$ cat src/rtl/swm_pkg.sv
// Shared constants and types for the sliding window maximum block.
// Used by swm_cell and sliding_window_maximum; depends on nothing.
package swm_pkg;

  localparam int MAX_WINDOW_DEF   = 64;
  localparam int SAMPLE_WIDTH_DEF = 16;
  localparam int AGE_WIDTH_DEF    = $clog2(MAX_WINDOW_DEF + 1);
  localparam int CFG_WIDTH        = 7;

  // Control broadcast from the top level to every cell.
  typedef struct packed {
    logic step;   // a word is accepted this cycle
    logic start;  // the accepted word opens a new sequence
    logic shift;  // front candidate leaves; every cell takes its right neighbor
    logic clear;  // window size written: drop all candidates
  } swm_ctrl_t;

endpackage

$ cat src/rtl/swm_cell.sv
// One queue slot of the sliding window maximum: a candidate value and its age.
// Depends on swm_pkg (swm_ctrl_t and default widths).
module swm_cell #(
  parameter int SAMPLE_WIDTH = swm_pkg::SAMPLE_WIDTH_DEF,
  parameter int AGE_WIDTH    = swm_pkg::AGE_WIDTH_DEF
) (
  input  logic                           clk,
  input  logic                           rst_n,
  input  swm_pkg::swm_ctrl_t             ctrl,
  input  logic        [AGE_WIDTH-1:0]    win,
  input  logic signed [SAMPLE_WIDTH-1:0] sample,
  // state of the right neighbor (toward the back of the queue)
  input  logic                           nbr_valid,
  input  logic signed [SAMPLE_WIDTH-1:0] nbr_value,
  input  logic        [AGE_WIDTH-1:0]    nbr_age,
  // left neighbor keeps its candidate
  input  logic                           prev_keep,
  output logic                           keep,
  output logic                           state_valid,
  output logic signed [SAMPLE_WIDTH-1:0] state_value,
  output logic        [AGE_WIDTH-1:0]    state_age,
  output logic signed [SAMPLE_WIDTH-1:0] nxt_value,
  output logic                           expired
);

  logic                           valid_r, valid_nxt;
  logic signed [SAMPLE_WIDTH-1:0] value_r, value_nxt;
  logic        [AGE_WIDTH-1:0]    age_r, age_nxt;

  logic                           cand_valid;
  logic signed [SAMPLE_WIDTH-1:0] cand_value;
  logic        [AGE_WIDTH-1:0]    cand_age;

  always_comb begin
    cand_valid = ctrl.start ? 1'b0 : (ctrl.shift ? nbr_valid : valid_r);
    cand_value = ctrl.shift ? nbr_value : value_r;
    cand_age   = ctrl.shift ? nbr_age : age_r;
    // ties stay: only strictly smaller candidates are dropped
    keep       = cand_valid && !(cand_value < sample);
    if (keep) begin
      valid_nxt = 1'b1;
      value_nxt = cand_value;
      age_nxt   = AGE_WIDTH'(cand_age + 1'b1);
    end else if (prev_keep) begin
      valid_nxt = 1'b1;
      value_nxt = sample;
      age_nxt   = '0;
    end else begin
      valid_nxt = 1'b0;
      value_nxt = cand_value;
      age_nxt   = cand_age;
    end
  end

  assign expired     = valid_r &&
                       (({1'b0, age_r} + 1'b1) >= {1'b0, win});
  assign state_valid = valid_r;
  assign state_value = value_r;
  assign state_age   = age_r;
  assign nxt_value   = value_nxt;

  always_ff @(posedge clk) begin
    if (!rst_n) begin
      valid_r <= 1'b0;
    end else if (ctrl.clear) begin
      valid_r <= 1'b0;
    end else if (ctrl.step) begin
      valid_r <= valid_nxt;
    end
  end

  always_ff @(posedge clk) begin
    if (ctrl.step) begin
      value_r <= value_nxt;
      age_r   <= age_nxt;
    end
  end

endmodule

$ cat src/rtl/sliding_window_maximum.sv
// Sliding window maximum: top level with the cell row, counters and output register.
// Depends on swm_pkg and swm_cell.
//
// Usage:
//   in_*  : one word per sample (in_sample, in_start_sequence), valid/ready.
//   out_* : one word (out_window_max) per sample once window_size samples of
//           the current sequence have arrived; earlier samples give no word.
//   cfg_* : write of window_size (0 acts as 1, above MAX_WINDOW acts as
//           MAX_WINDOW). A write also starts a new sequence. Write only while
//           the block is idle; cfg_ready is always high.
// Throughput: one word per cycle unless stalled. Every cell compares its candidate
//   with the new sample in the same cycle, and the row shifts by at most one slot.
// Output: the registered result shows in out_window_max the cycle after acceptance.
// Stall: the output register holds its word while out_ready is low; a new
//   word is taken in the cycle the output register drains or is empty.
// Reset: queue empty, sample count zero, window_size 1, no output word.
module sliding_window_maximum #(
  parameter int MAX_WINDOW   = swm_pkg::MAX_WINDOW_DEF,
  parameter int SAMPLE_WIDTH = swm_pkg::SAMPLE_WIDTH_DEF
) (
  input  logic                             clk,
  input  logic                             rst_n,
  input  logic                             in_valid,
  output logic                             in_ready,
  input  logic signed [SAMPLE_WIDTH-1:0]   in_sample,
  input  logic                             in_start_sequence,
  output logic                             out_valid,
  input  logic                             out_ready,
  output logic signed [SAMPLE_WIDTH-1:0]   out_window_max,
  input  logic                             cfg_valid,
  output logic                             cfg_ready,
  input  logic [swm_pkg::CFG_WIDTH-1:0]    cfg_window_size
);

  localparam int AGE_WIDTH = $clog2(MAX_WINDOW + 1);

  // Queue row: cell 0 is the front (oldest, largest), higher index toward the back.
  logic                           row_valid [0:MAX_WINDOW];
  logic signed [SAMPLE_WIDTH-1:0] row_value [0:MAX_WINDOW];
  logic        [AGE_WIDTH-1:0]    row_age   [0:MAX_WINDOW];
  logic                           row_keep  [0:MAX_WINDOW];
  logic signed [SAMPLE_WIDTH-1:0] row_nxt   [0:MAX_WINDOW-1];
  logic                           row_exp   [0:MAX_WINDOW-1];

  swm_pkg::swm_ctrl_t ctrl;

  logic [AGE_WIDTH-1:0] win_r, win_nxt;
  logic [AGE_WIDTH-1:0] seen_r, seen_nxt, seen_base;
  logic                 out_valid_r;
  logic signed [SAMPLE_WIDTH-1:0] out_max_r;

  logic in_fire, cfg_fire, emit;

  assign cfg_ready = 1'b1;
  assign cfg_fire  = cfg_valid && cfg_ready;
  assign in_ready  = !out_valid_r || out_ready;
  assign in_fire   = in_valid && in_ready;

  // Only the front candidate can age out: ages along the row are distinct and
  // grow by one per sample, so at most one slot leaves per word.
  always_comb begin
    ctrl.step  = in_fire;
    ctrl.start = in_start_sequence;
    ctrl.shift = row_exp[0];
    ctrl.clear = cfg_fire;
  end

  // Beyond the last cell nothing is held; before the first the new sample may land.
  assign row_valid[MAX_WINDOW] = 1'b0;
  assign row_value[MAX_WINDOW] = '0;
  assign row_age[MAX_WINDOW]   = '0;
  assign row_keep[0]           = 1'b1;

  for (genvar i = 0; i < MAX_WINDOW; i++) begin : g_cell
    swm_cell #(
      .SAMPLE_WIDTH (SAMPLE_WIDTH),
      .AGE_WIDTH    (AGE_WIDTH)
    ) u_cell (
      .clk         (clk),
      .rst_n       (rst_n),
      .ctrl        (ctrl),
      .win         (win_r),
      .sample      (in_sample),
      .nbr_valid   (row_valid[i+1]),
      .nbr_value   (row_value[i+1]),
      .nbr_age     (row_age[i+1]),
      .prev_keep   (row_keep[i]),
      .keep        (row_keep[i+1]),
      .state_valid (row_valid[i]),
      .state_value (row_value[i]),
      .state_age   (row_age[i]),
      .nxt_value   (row_nxt[i]),
      .expired     (row_exp[i])
    );
  end

  // Effective window, clamped to 1..MAX_WINDOW at write time.
  always_comb begin
    if (cfg_window_size == '0) begin
      win_nxt = AGE_WIDTH'(1);
    end else if (int'(cfg_window_size) > MAX_WINDOW) begin
      win_nxt = AGE_WIDTH'(MAX_WINDOW);
    end else begin
      win_nxt = AGE_WIDTH'(cfg_window_size);
    end
  end

  // Sample count saturates at the window size.
  always_comb begin
    seen_base = in_start_sequence ? '0 : seen_r;
    seen_nxt  = (seen_base < win_r) ? AGE_WIDTH'(seen_base + 1'b1) : seen_base;
    emit      = (seen_nxt >= win_r);
  end

  always_ff @(posedge clk) begin
    if (!rst_n) begin
      win_r  <= AGE_WIDTH'(1);
      seen_r <= '0;
    end else if (cfg_fire) begin
      win_r  <= win_nxt;
      seen_r <= '0;
    end else if (in_fire) begin
      seen_r <= seen_nxt;
    end
  end

  // Output register: front of the queue after this word is appended.
  always_ff @(posedge clk) begin
    if (!rst_n) begin
      out_valid_r <= 1'b0;
    end else if (in_fire) begin
      out_valid_r <= emit;
    end else if (out_ready) begin
      out_valid_r <= 1'b0;
    end
  end

  always_ff @(posedge clk) begin
    if (in_fire) begin
      out_max_r <= row_nxt[0];
    end
  end

  assign out_valid      = out_valid_r;
  assign out_window_max = out_max_r;

endmodule
$ cat config.mk
export PLATFORM = sky130hd
export DESIGN_NAME = sliding_window_maximum
export DESIGN_NICKNAME = d
export VERILOG_FILES = /design/src/rtl/swm_pkg.sv /design/src/rtl/swm_cell.sv /design/src/rtl/sliding_window_maximum.sv
export SDC_FILE = /design/constraint.sdc
export NUM_CORES = 2
export LEC_CHECK = 0
export BUFFER_PORTS_ARGS = -buffer_cell sky130_fd_sc_hd__buf_2
export CORE_UTILIZATION = 50
export DETAILED_ROUTE_END_ITERATION = 10
export HOLD_SLACK_MARGIN = 0.15
export PLACE_DENSITY = 0.65
export SYNTH_ARGS = -nofsm -noshare
export SYNTH_HDL_FRONTEND = slang
export SYNTH_SLANG_ARGS = --single-unit
$ cat constraint.sdc
create_clock -name clk -period 105.9 [get_ports clk]
set_clock_uncertainty 0.1 [all_clocks]
set_input_delay 5.295 -clock clk [delete_from_list [all_inputs] [get_ports clk]]
set_output_delay 5.295 -clock clk [all_outputs]
set_load 0.02 [all_outputs]
==> results.py <==
metrics = {
    "cts": {
        "clk_latency_ns": 0.86,
        "cts-resized-gates": 0,
        "cts.clk_slew.worst_paths_ns": 0.05,
        "cts_tree": "built",
        "h-tree-depth": 4,
        "cts_root_buf": "clkbuf_16",
        "clockBufferDepth": 3,
        "clock_sinks": 1551,
        "post-cts-setup-buffers": 0,
        "numCtsBuffers": 185,
        "hold_buffers": 0,
    },
    "power": {
        "p_seq_frac": 0.422,
        "p_per_area_mw_per_mm2": 16.4,
        "p_sw_mw": 0.649,
        "power_frac_comb": 0.249,
        "p_int_mw": 1.35,
        "switching_share": 0.325,
        "ir_drop_v": 0.0000196,
        "p_leak_nw": 53.3,
        "pwr-share-clk": 0.330,
    },
    "global_route": {
        "grt.total_usage": 0.302,
        "overflow": 0,
        "grt_max_degree": 187,
        "grt_pass1_vias": 97769,
        "grt_first_pass_wirelength_um": 552000,
        "antenna_found_initial": 12,
    },
    "floorplanning": {
        "num_rows": 174,
        "die_h_um": 479,
        "fp.coreArea_mm2": 0.225,
        "die-width_um": 479,
        "start_util": 0.505,
        "io_pins": 48,
        "dieArea_mm2": 0.229,
    },
    "synth": {
        "yosys-top-cells-area": "edfxtp_1 (39%), nand2_1 (13%), ha_1 (12%)",
        "synth-edff-count": 1472,
        "synth-seq-cells": 1551,
        "synth_flop_cell": "edfxtp_1",
        "synth_top_area_frac": 0.389,
        "synth-async-reset-ratio": 0,
        "yosysWarningCount": 0,
        "synth.distinct_cells": 97,
        "synth.largest_area_cell": "edfxtp_1",
        "syn_nets": 14344,
        "syn_area_per_cell_um2": 8.57,
        "ys_seq_area_frac": 0.403,
        "syn_area_mm2": 0.114,
        "synthCells": 13269,
    },
    "detailed_routing": {
        "num_vias": 101170,
        "routed_wl_um": 356000,
        "via_per_inst": 6.31,
        "drtIter0Drc": 10660,
        "routedWlPerCell_um": 22.2,
        "drt_pass1_iterations": 7,
        "final_antenna_net_count": 0,
        "drc": 0,
    },
    "placed_design": {
        "dpl.hpwl_um": 228000,
        "io_buffers": 46,
        "placed_cell_area_mm2": 0.116,
        "place_congestion": 0.906,
    },
    "final_layout": {
        "multi_input_area_mm2": 0.0642,
        "n_fill_cell": 20648,
        "final_util": 0.541,
        "layout_common_cells": "nand2_1 (3,796), edfxtp_1 (1,472), nor2_1 (1,144)",
        "design_area_mm2": 0.122,
        "layout.nets": 13953,
        "layout_commonest_cell": "nand2_1",
        "drive_gt1_frac": 0.0601,
        "seqCellArea_mm2": 0.0458,
        "area_growth_pct": 7.21,
    },
    "sta": {
        "period_needed_ns": 11.23,
        "hold_viol": 0,
        "drv_slew": 0,
        "relSlewSlack": 0.112,
        "tightest_slew_ns": 1.33,
        "period_share": 0.106,
        "setup_tns_ns": 0,
        "fmax_mhz": 89.1,
        "setup-violations-final": 0,
        "rsz0062_at_grt": "false",
    },
    "run_status": {
        "status": "completed",
    },
    "critical_path": {
        "startpoint_type": "primary input",
        "crit_fanout": 3,
        "crit_required_ns": 100.50,
        "arrival_ns": 5.83,
        "path_class": "in -> out",
        "endpoint_kind": "output pin",
    },
    "hold_path": {
        "hold_class": "reg -> reg",
    },
    "run": {
        "cap_violations": 0,
    },
}
==> worst paths after layout <==
kind	startpoint	end	slack, ns	cells after the start
max	out_ready	in_ready	94.67	4
min	seen_r[6]	seen_r[6]	0.39	2
max reg2reg	g_cell[0].u_cell.state_age[0]	g_cell[30].u_cell.state_value[15]	95.46	24
min reg2reg	seen_r[6]	seen_r[6]	0.39	2
==> state kept, by name, indices dropped and copies added, names as in the netlist <==
name,flops
g_cell.u_cell.state_age,448
g_cell.u_cell.state_valid,64
g_cell.u_cell.state_value,1024
out_valid,1
seen_r,7
win_r,7
==> metal layers <==
metal	global-route usage	routed length (um)
met3	0.0460	31000
met5	0	73
met1	0.406	150000
met4	0.118	14200
met2	0.487	161000
==> cell families (layout without fill, tap and decap cells) <==
logic type / after synthesis / after routing / share of synthesized area
AOI/OAI and AO/OA: 2838 / 2838 / 0.153
muxes: 620 / 620 / 0.0574
other: 1 / 11 / 0.0000330
buffers and inverters: 916 / 684 / 0.0345
xor gates and xnor gates: 130 / 130 / 0.0100
adders and majority gates: 1046 / 1046 / 0.115
and+or+nand+nor: 6167 / 6167 / 0.227
DFF: 1551 / 1551 / 0.403
==> power groups by stage <==
stage	clock [mW]	sequential [mW]	combinational (mW)
2_1_floorplan	0	0.895	0.369
3_3_place_gp	0	0.849	0.466
3_5_place_dp	0	0.851	0.486
4_1_cts	0.666	0.839	0.489
5_1_grt	0.687	0.849	0.558
6_report	0.658	0.841	0.496
==> critical path, cell delays in order <==
cell and delay (ns):
buf_2 0.10, nor2b_1 0.18, inv_1 0.09, buf_2 0.17
==> layout make-up <==
type | instances | share of cell area
inverters | 140 | 0.00468
flip-flops and latches | 1551 | 0.376
multi-input cells | 10802 | 0.526
clock buffers | 268 | 0.0423
well taps | 2992 | 0.0307
diodes | 10 | 0.000205
clock inverters | 78 | 0.00767
repair buffers | 198 | 0.0126
==> metrics by stage <==
stage / std cells / hold WS (ns) / worst slack [ns] / power [mW]
finish: 16039 / 0.391 / 94.67 / 1.99
global route: 16033 / 0.417 / 94.64 / 2.09
CTS: 16029 / 0.390 / 94.67 / 1.99
detailed placement: 15683 / 0.384 / 94.67 / 1.34
global placement: 15683 / 0.372 / 94.67 / 1.31
floorplan: 13269 / 0.349 / 57.74 / 1.26
==> synthesized netlist by cell type (all sizes together), types with 19 or more instances <==
library cell  instances
or3                  27
dfxtp                79
nand2b               76
nor2               1153
a31oi               650
or4                  26
a21o                224
nor4                 26
a21boi               41
nor3                 65
xor2                 71
and2                 45
and4                 19
a2111oi              24
nand4               252
nand3               391
o21bai               27
o211ai               63
clkbuf              398
a22o                 21
edfxtp             1472
o21ai               628
o21a                 54
and3                125
ha                 1046
o22ai               118
a211o                28
xnor2                59
mux2i               399
a211oi               84
or2                  41
buf                 378
inv                 124
nor2b                62
nand2              3803
a21oi               704
mux2                221
Power figures use the tool's default switching activity.
